===== src/sv/lrfp_pkg.sv =====
`default_nettype none

package lrfp_pkg;

  localparam int MAX_RESPONSE_BYTES = 128;
  localparam int DESCRIPTOR_BYTES   = 7;

  localparam logic [7:0] SYNC_0     = 8'hA5;
  localparam logic [7:0] SYNC_1     = 8'h5A;
  localparam logic [7:0] CODE_INFO  = 8'h04;
  localparam logic [7:0] CODE_HEALTH = 8'h06;
  localparam logic [7:0] CODE_RATE  = 8'h15;
  localparam logic [7:0] CODE_CONF  = 8'h20;
  localparam logic [7:0] CODE_SCAN  = 8'h81;
  localparam logic [7:0] CODE_EXPRESS = 8'h85;

  localparam logic [1:0] DMODE_SINGLE = 2'd0;
  localparam logic [1:0] DMODE_MULTI  = 2'd1;

  localparam logic [2:0] CFG_INFO_LEN     = 3'd0;
  localparam logic [2:0] CFG_HEALTH_LEN   = 3'd1;
  localparam logic [2:0] CFG_RATE_LEN     = 3'd2;
  localparam logic [2:0] CFG_SCAN_LEN     = 3'd3;
  localparam logic [2:0] CFG_DENSE_LEN    = 3'd4;
  localparam logic [2:0] CFG_MEAS_COUNT   = 3'd5;
  localparam logic [2:0] CFG_BUFFER_MODE  = 3'd6;

  localparam int CFG_INDEX_W = 3;
  localparam int CFG_DATA_W  = 16;

  typedef enum logic [1:0] {
    MODE_DESC   = 2'd0,
    MODE_SINGLE = 2'd1,
    MODE_MULTI  = 2'd2,
    MODE_ERROR  = 2'd3
  } mode_t;

  typedef enum logic [2:0] {
    KIND_UNKNOWN = 3'd0,
    KIND_INFO    = 3'd1,
    KIND_HEALTH  = 3'd2,
    KIND_RATE    = 3'd3,
    KIND_CONF    = 3'd4,
    KIND_SCAN    = 3'd5,
    KIND_EXPRESS = 3'd6
  } kind_t;

  typedef struct packed {
    logic [7:0]  info_len;
    logic [7:0]  health_len;
    logic [7:0]  rate_len;
    logic [7:0]  scan_len;
    logic [7:0]  dense_len;
    logic [15:0] measurement_count;
    logic        buffer_mode;
  } cfg_t;

  typedef struct packed {
    logic [7:0]  byte_out;
    logic [6:0]  byte_index;
    logic        payload_valid;
    logic        frame_done;
    logic        frame_ok;
    kind_t       resp_kind;
    logic        delivered;
    logic        error_latched;
    logic [15:0] remaining;
    logic [31:0] conf_type_word;
  } result_t;

endpackage

`default_nettype wire


===== src/sv/lrfp_in_if.sv =====
`default_nettype none

interface lrfp_in_if;
  logic       valid;
  logic       ready;
  logic       action;
  logic [7:0] rx_byte;

  modport source (output valid, output action, output rx_byte, input ready);
  modport sink (input valid, input action, input rx_byte, output ready);
endinterface

`default_nettype wire


===== src/sv/lrfp_out_if.sv =====
`default_nettype none

interface lrfp_out_if;
  logic        valid;
  logic        ready;
  logic [7:0]  byte_out;
  logic [6:0]  byte_index;
  logic        payload_valid;
  logic        frame_done;
  logic        frame_ok;
  logic [2:0]  resp_kind;
  logic        delivered;
  logic        error_latched;
  logic [15:0] remaining;
  logic [31:0] conf_type_word;

  modport source (
    output valid, output byte_out, output byte_index, output payload_valid,
    output frame_done, output frame_ok, output resp_kind, output delivered,
    output error_latched, output remaining, output conf_type_word, input ready
  );
  modport sink (
    input valid, input byte_out, input byte_index, input payload_valid,
    input frame_done, input frame_ok, input resp_kind, input delivered,
    input error_latched, input remaining, input conf_type_word, output ready
  );
endinterface

`default_nettype wire


===== src/sv/lrfp_cfg_regs.sv =====
`default_nettype none

module lrfp_cfg_regs (
  input  wire logic                             clk,
  input  wire logic                             rst,
  input  wire logic                             cfg_we,
  input  wire logic [lrfp_pkg::CFG_INDEX_W-1:0] cfg_index,
  input  wire logic [lrfp_pkg::CFG_DATA_W-1:0]  cfg_data,
  output lrfp_pkg::cfg_t                        cfg
);

  always_ff @(posedge clk) begin
    if (rst) begin
      cfg.info_len          <= 8'd20;
      cfg.health_len        <= 8'd3;
      cfg.rate_len          <= 8'd4;
      cfg.scan_len          <= 8'd5;
      cfg.dense_len         <= 8'd84;
      cfg.measurement_count <= 16'd0;
      cfg.buffer_mode       <= 1'b1;
    end else if (cfg_we) begin
      case (cfg_index)
        lrfp_pkg::CFG_INFO_LEN:    cfg.info_len          <= cfg_data[7:0];
        lrfp_pkg::CFG_HEALTH_LEN:  cfg.health_len        <= cfg_data[7:0];
        lrfp_pkg::CFG_RATE_LEN:    cfg.rate_len          <= cfg_data[7:0];
        lrfp_pkg::CFG_SCAN_LEN:    cfg.scan_len          <= cfg_data[7:0];
        lrfp_pkg::CFG_DENSE_LEN:   cfg.dense_len         <= cfg_data[7:0];
        lrfp_pkg::CFG_MEAS_COUNT:  cfg.measurement_count <= cfg_data[15:0];
        lrfp_pkg::CFG_BUFFER_MODE: cfg.buffer_mode       <= cfg_data[0];
        default: ;
      endcase
    end
  end

endmodule

`default_nettype wire


===== src/sv/lrfp_parser.sv =====
`default_nettype none

module lrfp_parser (
  input  wire logic           clk,
  input  wire logic           rst,
  lrfp_in_if.sink             in_ch,
  input  wire lrfp_pkg::cfg_t cfg,
  input  wire logic           res_space,
  output logic                res_load,
  output lrfp_pkg::result_t   res
);

  logic       s1_valid;
  logic       s1_action;
  logic [7:0] s1_byte;
  logic       in_take;

  lrfp_pkg::mode_t mode, mode_next;
  lrfp_pkg::kind_t kind, kind_next;
  logic [2:0]  dcount, dcount_next;
  logic [7:0]  sync0, sync0_next;
  logic [7:0]  sync1, sync1_next;
  logic [7:0]  len_byte, len_byte_next;
  logic [1:0]  dmode, dmode_next;
  logic [7:0]  payload_length, payload_length_next;
  logic [7:0]  pcount, pcount_next;
  logic [15:0] scan_countdown, scan_countdown_next;
  logic [31:0] config_word, config_word_next;
  logic        check_bit, check_bit_next;

  function automatic lrfp_pkg::kind_t kind_of(input logic [7:0] code);
    case (code)
      lrfp_pkg::CODE_INFO:    kind_of = lrfp_pkg::KIND_INFO;
      lrfp_pkg::CODE_HEALTH:  kind_of = lrfp_pkg::KIND_HEALTH;
      lrfp_pkg::CODE_RATE:    kind_of = lrfp_pkg::KIND_RATE;
      lrfp_pkg::CODE_CONF:    kind_of = lrfp_pkg::KIND_CONF;
      lrfp_pkg::CODE_SCAN:    kind_of = lrfp_pkg::KIND_SCAN;
      lrfp_pkg::CODE_EXPRESS: kind_of = lrfp_pkg::KIND_EXPRESS;
      default:                kind_of = lrfp_pkg::KIND_UNKNOWN;
    endcase
  endfunction

  assign res_load    = s1_valid && res_space;
  assign in_ch.ready = !s1_valid || res_space;
  assign in_take     = in_ch.valid && in_ch.ready;

  always_ff @(posedge clk) begin
    if (rst) begin
      s1_valid <= 1'b0;
    end else if (in_take) begin
      s1_valid <= 1'b1;
    end else if (res_load) begin
      s1_valid <= 1'b0;
    end
  end

  always_ff @(posedge clk) begin
    if (in_take) begin
      s1_action <= in_ch.action;
      s1_byte   <= in_ch.rx_byte;
    end
  end

  always_ff @(posedge clk) begin
    if (rst) begin
      mode           <= lrfp_pkg::MODE_DESC;
      kind           <= lrfp_pkg::KIND_UNKNOWN;
      dcount         <= 3'd0;
      payload_length <= 8'd0;
      pcount         <= 8'd0;
      scan_countdown <= 16'd0;
      config_word    <= 32'd0;
      check_bit      <= 1'b0;
    end else if (res_load) begin
      mode           <= mode_next;
      kind           <= kind_next;
      dcount         <= dcount_next;
      payload_length <= payload_length_next;
      pcount         <= pcount_next;
      scan_countdown <= scan_countdown_next;
      config_word    <= config_word_next;
      check_bit      <= check_bit_next;
    end
  end

  always_ff @(posedge clk) begin
    if (res_load) begin
      sync0    <= sync0_next;
      sync1    <= sync1_next;
      len_byte <= len_byte_next;
      dmode    <= dmode_next;
    end
  end

  always_comb begin
    logic [7:0]  p;
    logic [7:0]  p1;
    logic [31:0] word;
    logic        done;
    logic        ok;
    logic        deliv;

    mode_next           = mode;
    kind_next           = kind;
    dcount_next         = dcount;
    sync0_next          = sync0;
    sync1_next          = sync1;
    len_byte_next       = len_byte;
    dmode_next          = dmode;
    payload_length_next = payload_length;
    pcount_next         = pcount;
    scan_countdown_next = scan_countdown;
    config_word_next    = config_word;
    check_bit_next      = check_bit;
    res                 = '0;
    p                   = pcount;
    p1                  = 8'(pcount + 8'd1);
    word                = config_word;
    done                = 1'b0;
    ok                  = 1'b0;
    deliv               = 1'b0;

    if (s1_action) begin
      mode_next           = lrfp_pkg::MODE_DESC;
      kind_next           = lrfp_pkg::KIND_UNKNOWN;
      dcount_next         = 3'd0;
      payload_length_next = 8'd0;
      pcount_next         = 8'd0;
      config_word_next    = 32'd0;
      check_bit_next      = 1'b0;
      scan_countdown_next = cfg.measurement_count;
    end else begin
      case (mode)
        lrfp_pkg::MODE_DESC: begin
          case (dcount)
            3'd0: sync0_next = s1_byte;
            3'd1: sync1_next = s1_byte;
            3'd2: len_byte_next = s1_byte;
            3'd5: dmode_next = s1_byte[7:6];
            default: ;
          endcase
          if (dcount == 3'(lrfp_pkg::DESCRIPTOR_BYTES - 1)) begin
            dcount_next         = 3'd0;
            payload_length_next = len_byte;
            kind_next           = kind_of(s1_byte);
            pcount_next         = 8'd0;
            config_word_next    = 32'd0;
            check_bit_next      = 1'b0;
            if (sync0 != lrfp_pkg::SYNC_0 || sync1 != lrfp_pkg::SYNC_1) begin
              mode_next = lrfp_pkg::MODE_ERROR;
            end else if (len_byte == 8'd0 ||
                         len_byte > 8'(lrfp_pkg::MAX_RESPONSE_BYTES)) begin
              mode_next = lrfp_pkg::MODE_ERROR;
            end else if (dmode == lrfp_pkg::DMODE_SINGLE) begin
              mode_next = lrfp_pkg::MODE_SINGLE;
            end else if (dmode == lrfp_pkg::DMODE_MULTI) begin
              mode_next = lrfp_pkg::MODE_MULTI;
            end else begin
              mode_next = lrfp_pkg::MODE_ERROR;
            end
          end else begin
            dcount_next = 3'(dcount + 3'd1);
          end
        end
        lrfp_pkg::MODE_SINGLE, lrfp_pkg::MODE_MULTI: begin
          if (p == 8'd0) begin
            word           = 32'd0;
            check_bit_next = 1'b0;
          end
          case (p)
            8'd0: word[7:0]   = s1_byte;
            8'd1: word[15:8]  = s1_byte;
            8'd2: word[23:16] = s1_byte;
            8'd3: word[31:24] = s1_byte;
            default: ;
          endcase
          if (p == 8'd1) begin
            check_bit_next = s1_byte[0];
          end
          config_word_next = word;
          res.payload_valid = 1'b1;
          res.byte_out      = s1_byte;
          res.byte_index    = p[6:0];
          pcount_next       = p1;
          if (p1 >= payload_length) begin
            done = 1'b1;
            case (kind)
              lrfp_pkg::KIND_INFO:    ok = (p1 == cfg.info_len);
              lrfp_pkg::KIND_HEALTH:  ok = (p1 == cfg.health_len);
              lrfp_pkg::KIND_RATE:    ok = (p1 == cfg.rate_len);
              lrfp_pkg::KIND_CONF:    ok = 1'b1;
              lrfp_pkg::KIND_SCAN:    ok = (p1 == cfg.scan_len) && check_bit_next;
              lrfp_pkg::KIND_EXPRESS: ok = (p1 == cfg.dense_len);
              default:                ok = 1'b0;
            endcase
            if (ok) begin
              if ((kind == lrfp_pkg::KIND_SCAN || kind == lrfp_pkg::KIND_EXPRESS) &&
                  cfg.buffer_mode) begin
                if (scan_countdown != 16'd0) begin
                  scan_countdown_next = 16'(scan_countdown - 16'd1);
                  deliv               = 1'b1;
                end
              end else begin
                deliv = 1'b1;
              end
              if (kind == lrfp_pkg::KIND_CONF) begin
                res.conf_type_word = word;
              end
              if (mode == lrfp_pkg::MODE_SINGLE) begin
                mode_next = lrfp_pkg::MODE_DESC;
              end
            end else begin
              mode_next = lrfp_pkg::MODE_ERROR;
            end
            pcount_next = 8'd0;
          end
        end
        default: ;
      endcase
    end

    res.frame_done    = done;
    res.frame_ok      = ok;
    res.delivered     = deliv;
    res.resp_kind     = kind_next;
    res.error_latched = (mode_next == lrfp_pkg::MODE_ERROR);
    res.remaining     = scan_countdown_next;
  end

  a_done_is_payload: assert property (@(posedge clk) disable iff (rst)
    res_load && res.frame_done |-> res.payload_valid)
    else $error("frame end on a non-payload byte");

  a_deliver_needs_ok: assert property (@(posedge clk) disable iff (rst)
    res_load && res.delivered |-> res.frame_ok && res.frame_done)
    else $error("frame delivered without passing its checks");

  a_restart_to_desc: assert property (@(posedge clk) disable iff (rst)
    res_load && s1_action |=> mode == lrfp_pkg::MODE_DESC && pcount == 8'd0)
    else $error("restart did not return to descriptor collection");

  a_error_sticky: assert property (@(posedge clk) disable iff (rst)
    mode == lrfp_pkg::MODE_ERROR && !(res_load && s1_action) |=>
      mode == lrfp_pkg::MODE_ERROR)
    else $error("error state left without restart");

  a_countdown_step: assert property (@(posedge clk) disable iff (rst)
    res_load && !s1_action |=> scan_countdown == $past(scan_countdown) ||
      scan_countdown == 16'($past(scan_countdown) - 16'd1))
    else $error("countdown moved by more than one");

endmodule

`default_nettype wire


===== src/sv/lrfp_out_stage.sv =====
`default_nettype none

module lrfp_out_stage (
  input  wire logic              clk,
  input  wire logic              rst,
  input  wire logic              res_load,
  input  wire lrfp_pkg::result_t res,
  output logic                   res_space,
  lrfp_out_if.source             out_ch
);

  lrfp_pkg::result_t held;
  logic              held_valid;

  assign res_space = !held_valid || out_ch.ready;

  always_ff @(posedge clk) begin
    if (rst) begin
      held_valid <= 1'b0;
    end else if (res_load) begin
      held_valid <= 1'b1;
    end else if (out_ch.ready) begin
      held_valid <= 1'b0;
    end
  end

  always_ff @(posedge clk) begin
    if (res_load) begin
      held <= res;
    end
  end

  assign out_ch.valid          = held_valid;
  assign out_ch.byte_out       = held.byte_out;
  assign out_ch.byte_index     = held.byte_index;
  assign out_ch.payload_valid  = held.payload_valid;
  assign out_ch.frame_done     = held.frame_done;
  assign out_ch.frame_ok       = held.frame_ok;
  assign out_ch.resp_kind      = held.resp_kind;
  assign out_ch.delivered      = held.delivered;
  assign out_ch.error_latched  = held.error_latched;
  assign out_ch.remaining      = held.remaining;
  assign out_ch.conf_type_word = held.conf_type_word;

endmodule

`default_nettype wire


===== src/sv/lidar_response_frame_parser.sv =====
// Path: input register, single-pass parse logic, output register. Throughput:
// one received byte per cycle while the output register has space or is draining,
// so input ready stays high while results drain.
// Reset (rst, synchronous): parser returns to descriptor collection, counts,
// kind, countdown and type word cleared, configuration registers to defaults.
`default_nettype none

module lidar_response_frame_parser (
  input  wire logic                             clk,
  input  wire logic                             rst,
  lrfp_in_if.sink                               in_ch,
  lrfp_out_if.source                            out_ch,
  input  wire logic                             cfg_we,
  input  wire logic [lrfp_pkg::CFG_INDEX_W-1:0] cfg_index,
  input  wire logic [lrfp_pkg::CFG_DATA_W-1:0]  cfg_data
);

  lrfp_pkg::cfg_t    cfg;
  lrfp_pkg::result_t res;
  logic              res_load;
  logic              res_space;

  lrfp_cfg_regs u_cfg (
    .clk       (clk),
    .rst       (rst),
    .cfg_we    (cfg_we),
    .cfg_index (cfg_index),
    .cfg_data  (cfg_data),
    .cfg       (cfg)
  );

  lrfp_parser u_parser (
    .clk       (clk),
    .rst       (rst),
    .in_ch     (in_ch),
    .cfg       (cfg),
    .res_space (res_space),
    .res_load  (res_load),
    .res       (res)
  );

  lrfp_out_stage u_out (
    .clk       (clk),
    .rst       (rst),
    .res_load  (res_load),
    .res       (res),
    .res_space (res_space),
    .out_ch    (out_ch)
  );

endmodule

`default_nettype wire


===== src/flat_wrapper.sv =====
// flat-port wrapper written by rule: the top's interface ports become plain ports
module lidar_response_frame_parser_flat 
  (clk, rst, cfg_we, cfg_index, cfg_data, in_ch_valid, in_ch_action, in_ch_rx_byte, in_ch_ready, out_ch_valid, out_ch_byte_out, out_ch_byte_index, out_ch_payload_valid, out_ch_frame_done, out_ch_frame_ok, out_ch_resp_kind, out_ch_delivered, out_ch_error_latched, out_ch_remaining, out_ch_conf_type_word, out_ch_ready);
  lrfp_in_if in_ch_i ();
  lrfp_out_if out_ch_i ();
  input  wire logic clk;
  input  wire logic rst;
  input  wire logic cfg_we;
  input  wire logic [lrfp_pkg::CFG_INDEX_W-1:0] cfg_index;
  input  wire logic [lrfp_pkg::CFG_DATA_W-1:0] cfg_data;
  input wire logic [$bits(in_ch_i.valid)-1:0] in_ch_valid;
  input wire logic [$bits(in_ch_i.action)-1:0] in_ch_action;
  input wire logic [$bits(in_ch_i.rx_byte)-1:0] in_ch_rx_byte;
  output wire logic [$bits(in_ch_i.ready)-1:0] in_ch_ready;
  output wire logic [$bits(out_ch_i.valid)-1:0] out_ch_valid;
  output wire logic [$bits(out_ch_i.byte_out)-1:0] out_ch_byte_out;
  output wire logic [$bits(out_ch_i.byte_index)-1:0] out_ch_byte_index;
  output wire logic [$bits(out_ch_i.payload_valid)-1:0] out_ch_payload_valid;
  output wire logic [$bits(out_ch_i.frame_done)-1:0] out_ch_frame_done;
  output wire logic [$bits(out_ch_i.frame_ok)-1:0] out_ch_frame_ok;
  output wire logic [$bits(out_ch_i.resp_kind)-1:0] out_ch_resp_kind;
  output wire logic [$bits(out_ch_i.delivered)-1:0] out_ch_delivered;
  output wire logic [$bits(out_ch_i.error_latched)-1:0] out_ch_error_latched;
  output wire logic [$bits(out_ch_i.remaining)-1:0] out_ch_remaining;
  output wire logic [$bits(out_ch_i.conf_type_word)-1:0] out_ch_conf_type_word;
  input wire logic [$bits(out_ch_i.ready)-1:0] out_ch_ready;
  assign in_ch_i.valid = in_ch_valid;
  assign in_ch_i.action = in_ch_action;
  assign in_ch_i.rx_byte = in_ch_rx_byte;
  assign in_ch_ready = in_ch_i.ready;
  assign out_ch_valid = out_ch_i.valid;
  assign out_ch_byte_out = out_ch_i.byte_out;
  assign out_ch_byte_index = out_ch_i.byte_index;
  assign out_ch_payload_valid = out_ch_i.payload_valid;
  assign out_ch_frame_done = out_ch_i.frame_done;
  assign out_ch_frame_ok = out_ch_i.frame_ok;
  assign out_ch_resp_kind = out_ch_i.resp_kind;
  assign out_ch_delivered = out_ch_i.delivered;
  assign out_ch_error_latched = out_ch_i.error_latched;
  assign out_ch_remaining = out_ch_i.remaining;
  assign out_ch_conf_type_word = out_ch_i.conf_type_word;
  assign out_ch_i.ready = out_ch_ready;
  lidar_response_frame_parser u_core (.clk(clk), .rst(rst), .in_ch(in_ch_i), .out_ch(out_ch_i), .cfg_we(cfg_we), .cfg_index(cfg_index), .cfg_data(cfg_data));
endmodule

===== config.mk =====
export PLATFORM = sky130hd
export DESIGN_NAME = lidar_response_frame_parser_flat
export DESIGN_NICKNAME = d
export VERILOG_FILES = /design/src/sv/lrfp_pkg.sv /design/src/sv/lrfp_in_if.sv /design/src/sv/lrfp_out_if.sv /design/src/sv/lrfp_cfg_regs.sv /design/src/sv/lrfp_parser.sv /design/src/sv/lrfp_out_stage.sv /design/src/sv/lidar_response_frame_parser.sv /design/src/flat_wrapper.sv
export SDC_FILE = /design/constraint.sdc
export NUM_CORES = 1
export LEC_CHECK = 0
export BUFFER_PORTS_ARGS = -buffer_cell sky130_fd_sc_hd__buf_4
export CAP_MARGIN = 20
export CORE_MARGIN = 4
export CORE_UTILIZATION = 54
export CTS_BUF_LIST = sky130_fd_sc_hd__clkbuf_4 sky130_fd_sc_hd__clkbuf_8 sky130_fd_sc_hd__clkbuf_16
export DETAILED_ROUTE_END_ITERATION = 12
export GPL_ROUTABILITY_DRIVEN = 0
export PLACE_DENSITY = 0.86
export SYNTH_ARGS = -nofsm -noshare
export SYNTH_HDL_FRONTEND = slang
export SYNTH_HIERARCHICAL = 1
export SYNTH_SLANG_ARGS = --single-unit
export TNS_END_PERCENT = 1

===== constraint.sdc =====
create_clock -name clk -period 4 [get_ports clk]
set_input_delay 0.8 -clock clk [delete_from_list [all_inputs] [get_ports clk]]
set_output_delay 0.8 -clock clk [all_outputs]
set_load 0.01 [all_outputs]

# --- Word-level counts from Yosys, hierarchy flattened ---
# Index checks and enable logic that the tools add are counted.
op_classes:
  n_reduce_logical: 42
  n_mux: 57
  n_lt_le_gt_ge: 2
  bitwise_logic: 5
  eq_ne: 37
  n_addsub: 3
ops:
  columns: ["operator", "count"]
  rows:
  - ["$mux W16", 6]
  - ["$mux W32", 3]
  - ["$mux W8", 10]
  - ["$pmux W32 S2", 1]
  - ["$eq A8 B8 Y1", 5]
  - ["$eq A3 B3 Y1 const B", 8]
  - ["$mux W1", 18]
  - ["$mux W3", 6]
  - ["$pmux W3 S6", 1]
  - ["$eq A8 B2 Y1 const B", 2]
  - ["$eq A8 B3 Y1 const B", 2]
  - ["$eq A8 B8 Y1 const B", 2]
  - ["$logic_not A8 Y1", 2]
  - ["$mux W2", 8]
  - ["$pmux W8 S2", 1]
  - ["$reduce_and A2 Y1", 8]
  - ["$reduce_and A4 Y1", 4]
  - ["$reduce_bool A16 Y1", 1]
  - ["$sub A16 B1 Y16 const B", 1]
  - ["$eq A3 B2 Y1 const B", 5]
  - ["$eq A3 B1 Y1 const B", 3]
  - ["$add A8 B1 Y8 const B", 1]
  - ["$eq A8 B1 Y1 const B", 1]
  - ["$eq A8 B5 Y1 const B", 1]
  - ["25 further kinds", 46]
word_totals:
  inputBits: 33
  regBits: 238
  out_inout_bits: 73

# --- Depth between registers and ports, before layout ---
depth:
  depth_word: 15
  ltp_mapped: 14
  depth_no_buf: 12

# --- Cells and area by module ---
# The synthesis kept the hierarchy.
by_module_without_submodules:
  columns: ["mod", "cells_per_inst", "instances", "area_each_um2", "seq_area_each_um2"]
  rows:
  - ["lrfp_parser", 854, 1, 6821.5, 2532.4]
  - ["lrfp_cfg_regs", 216, 1, 2314.7, 1141.1]
  - ["lrfp_out_stage", 75, 1, 2178.3, 2152.1]

# --- Worst setup path after synthesis ---
# No wires, ideal clock.
synth_path:
  path_type: "input-to-reg"
  from: "in out_ch_ready"
  to: "reg u_core.u_parser.scan_countdown[5]"
  setup_time_ps: 78
  arrival_time_ps: 3941
  t_required_ps: 3922
  n_path_buf: 2
  path_stages: 7
  setup_slack_ps: -19
  path_cell_list: "nand2b_4 nand2_1 inv_1 clkbuf_1 clkbuf_1 nand4_1 a31oi_1"
synth_via:
  elab_chain_len: 2
synth_lines:
  columns: ["element", "line_no", "text"]
  rows:
  - ["from (decl)", "flat_wrapper.sv:26", "input wire logic [$bits(out_ch_i.ready)-1:0] out_ch_ready;"]
  - ["$logic_or A1 B1 Y1", "lrfp_out_stage.sv:15", "assign res_space = !held_valid || out_ch.ready;"]
  - ["$logic_and A1 B1 Y1", "lrfp_parser.sv:43", "assign res_load = s1_valid && res_space;"]
  - ["via u_core.res_load", "lidar_response_frame_parser.sv:20", "logic res_load;"]
  - ["to (signal assigned)", "lrfp_parser.sv:80", "scan_countdown <= scan_countdown_next;"]
  - ["to (decl)", "lrfp_parser.sv:27", "logic [15:0] scan_countdown, scan_countdown_next;"]
# The timed path passes the listed nets, and every way through them passes these cells.
# A chain may end at the register's enable or synchronous reset.

==> results.sh <==
export IMPL_status="finished clean"
export IMPL_clockBufferDepth=3
export IMPL_cts_hold_buf=0
export IMPL_ff2ff_path_depth=12
export IMPL_antenna_left=0
export IMPL_drc=0
export IMPL_synth_edf_count=106
export IMPL_netlist_area_leader_share=0.281
export IMPL_ios=106
export IMPL_grt_usage=0.242
export IMPL_fin_skew_ns=0.0144
export IMPL_synth_seq_area_share=0.515
export IMPL_drt_initial_drc_count=1280
export IMPL_drive_above_1_share=0.159
export IMPL_total_power_w=0.00520
export IMPL_hold_path_class="in2reg"
export IMPL_fin_ws_ns=0.304
export IMPL_io_buffers=105
export IMPL_fill_cells=1580
export IMPL_grt_overflow_total=0
export IMPL_antenna_found_initial=0
export IMPL_cts_sinks=238
export IMPL_antenna_cells=0
export IMPL_syn_area_per_cell_um2=9.88
export IMPL_hold_depth=1
export IMPL_wire_per_inst_um=19.7
export IMPL_synth_top_cell_by_area="edfxtp_1"
export IMPL_avgViaCountPerCell=6.21
export IMPL_maxSlewViolCount=0
export IMPL_timing_fmax_ghz=0.271
export IMPL_rows=52
export IMPL_syn_area_um2=11300
export IMPL_cts_tree="built"
export IMPL_multiInputGateArea_um2=5070
export IMPL_grt_pass1_wl_mm=46.9
export IMPL_final_common_cell="dfxtp_1"
export IMPL_rsz0062_at_grt="false"
export IMPL_ys_types=83
export IMPL_dieArea_um2=23300
export IMPL_drt_pre_antenna_iters=7
export IMPL_critPathRequiredTime_ns=4.26
export IMPL_relSlewSlack=0.383
export IMPL_hold_viol_final=0
export IMPL_numCtsBuffers=25
export IMPL_leakagePower_nw=4.94
export IMPL_cts_resized_gates=0
export IMPL_seqCellArea_um2=5830
export IMPL_place_ws_ns=0.402
export IMPL_wirelength_mm=29.8
export IMPL_coreArea_um2=20400
export IMPL_power_density_nw_per_um2=397
export IMPL_ys_seq_elements=238
export IMPL_tightest_slew_ns=0.918
export IMPL_setup_worst_path_class="reg2reg"
export IMPL_arrival_ns=3.96
export IMPL_dieWidth_um=153
export IMPL_die_h_um=153
export IMPL_hold_ws_ns=0.471
export IMPL_syn_inst=1145
export IMPL_vias=9413
export IMPL_fin_nets=1278
export IMPL_synthArstFlopShare=0
export IMPL_cts_htree_levels=1
export IMPL_setup_tns_ns=0
export IMPL_endpoint_kind="flop"
export IMPL_grt_pass1_vias=8895
export IMPL_cts_root_buf="clkbuf_16"
export IMPL_grt_max_degree=82
export IMPL_yosys_warnings=6
export IMPL_min_period_ns=3.70
export IMPL_initial_core_util=0.554
export IMPL_post_dp_hpwl_mm=19.8
export IMPL_finalSetupViolations=0
export IMPL_clk_pin_slew_ns=0.06
export IMPL_final_cell_mix="132 x dfxtp_1, 130 x buf_4, 130 x nor2_1, 106 x edfxtp_1, 83 x nand2_1"
export IMPL_cap_violations=0
export IMPL_start_kind="flop"
export IMPL_syn_num_nets=1195
export IMPL_syn2layout_area_growth_pct=15.8
export IMPL_final_period_utilization=0.924
export IMPL_synthTopCellsByArea="edfxtp_1 28%, dfxtp_1 23%, mux2i_1 5.3%"
export IMPL_clk_latency_ns=0.52
export IMPL_post_cts_setup_buffers=0
export IMPL_ys_flop_type="dfxtp_1"
export IMPL_vdd_drop_max_mv=0.309
export IMPL_cp_max_fo=11
-- final timing paths --
path	start	endpoint	slack (ns)
setup / recovery	u_core/u_parser/pcount[0]	u_core/u_out/out_ch.remaining[10]	0.30
hold / removal	in_ch_rx_byte[0]	u_core/u_parser/s1_byte[0]	0.47
hold reg to reg	u_core/u_cfg/cfg[6]	u_core/u_cfg/cfg[6]	0.48
setup reg to reg	u_core/u_parser/pcount[0]	u_core/u_out/out_ch.remaining[10]	0.30
-- cells in the mapped netlist (all sizes together), types with 3 or more instances --
library cell,n
clkbuf,58
nand2,83
a31oi,12
nand4b,5
nand4,14
and3,10
or3,4
nor2b,4
and2,18
o21ai,17
o22ai,8
ha,17
o211ai,8
nor3b,9
nor4,15
o31ai,6
a22oi,54
edfxtp,106
nand2b,78
o311ai,3
a211o,6
xor2,6
nor2,130
a21o,5
a21oi,78
a211oi,6
mux2i,60
dfxtp,132
mux2,6
buf,16
inv,31
xnor2,11
nor4bb,3
nor4b,4
nand3,44
nor3,29
nand3b,3
or4,9
-- area by class of cell --
| cell class | instances | share of cell area |
|---|---|---|
| clock buffer | 32 | 0.0540 |
| clock inverter | 13 | 0.00554 |
| inverter | 31 | 0.00897 |
| multi-input combinational | 802 | 0.387 |
| sequential | 238 | 0.444 |
| tap | 270 | 0.0258 |
| timing repair buffer | 130 | 0.0745 |
-- cell families after synthesis --
group                    count (synthesis)  share of synthesized area
AND/OR/NAND/NOR                        473                      0.219
buffers and inverters                  105                     0.0376
AO/OA/AOI/OAI                          227                      0.132
adder cells (fa/ha/maj)                 17                     0.0188
flip-flops                             238                      0.515
multiplexers                            66                     0.0591
XOR/XNOR                                19                     0.0186
-- state kept, by name, indices dropped and copies added (netlist names), 2 cells and up --
name,flops
u_core/u_parser/s1_byte,8
u_core/u_parser/len_byte,8
u_core/u_parser/config_word,32
u_core/u_parser/kind,3
u_core/u_parser/payload_length,8
u_core/u_parser/mode,2
u_core/u_out/out_ch.byte_index,7
u_core/u_parser/dcount,3
u_core/u_out/out_ch.byte_out,8
u_core/u_parser/sync1,8
u_core/u_cfg/cfg,57
u_core/u_parser/pcount,8
u_core/u_out/out_ch.remaining,16
u_core/u_out/out_ch.conf_type_word,32
u_core/u_parser/dmode,2
u_core/u_out/out_ch.resp_kind,3
u_core/u_parser/scan_countdown,16
u_core/u_parser/sync0,8
-- critical path: stages, from the launching register on --
cell and delay [ns]:
dfxtp_1 0.58, ha_1 0.36, nand3_1 0.13, xnor2_1 0.43, ha_1 0.34, a21o_1 0.16
a21o_1 0.17, a21oi_1 0.13, o21ai_0 0.12, a21o_1 0.26, nand2_1 0.29, nor3_1 0.14
a221o_1 0.32
-- layer usage --
metal | wire length [µm] | share of wire | GRT usage
met1 | 12000 | 0.40 | 0.332
met4 | 1000 | 0.034 | 0.0734
met2 | 13900 | 0.47 | 0.392
met5 | 0 | 0 | 0
met3 | 2890 | 0.097 | 0.0460
-- report_power, final --
part / switching [W] / internal [W]
combinational: 0.000229 / 0.000141
clock: 0.000932 / 0.00125
sequential: 0.0000499 / 0.00260
-- through the flow --
step | instances | cell area (µm²) | utilization
finish | 1516 | 13100 | 0.642
detailed placement | 1470 | 12300 | 0.603
global route | 1516 | 13100 | 0.642
global placement | 1470 | 12300 | 0.603
CTS | 1515 | 13100 | 0.641
floorplan | 1145 | 11300 | -
No activity file was read; power rests on OpenSTA's default activity.
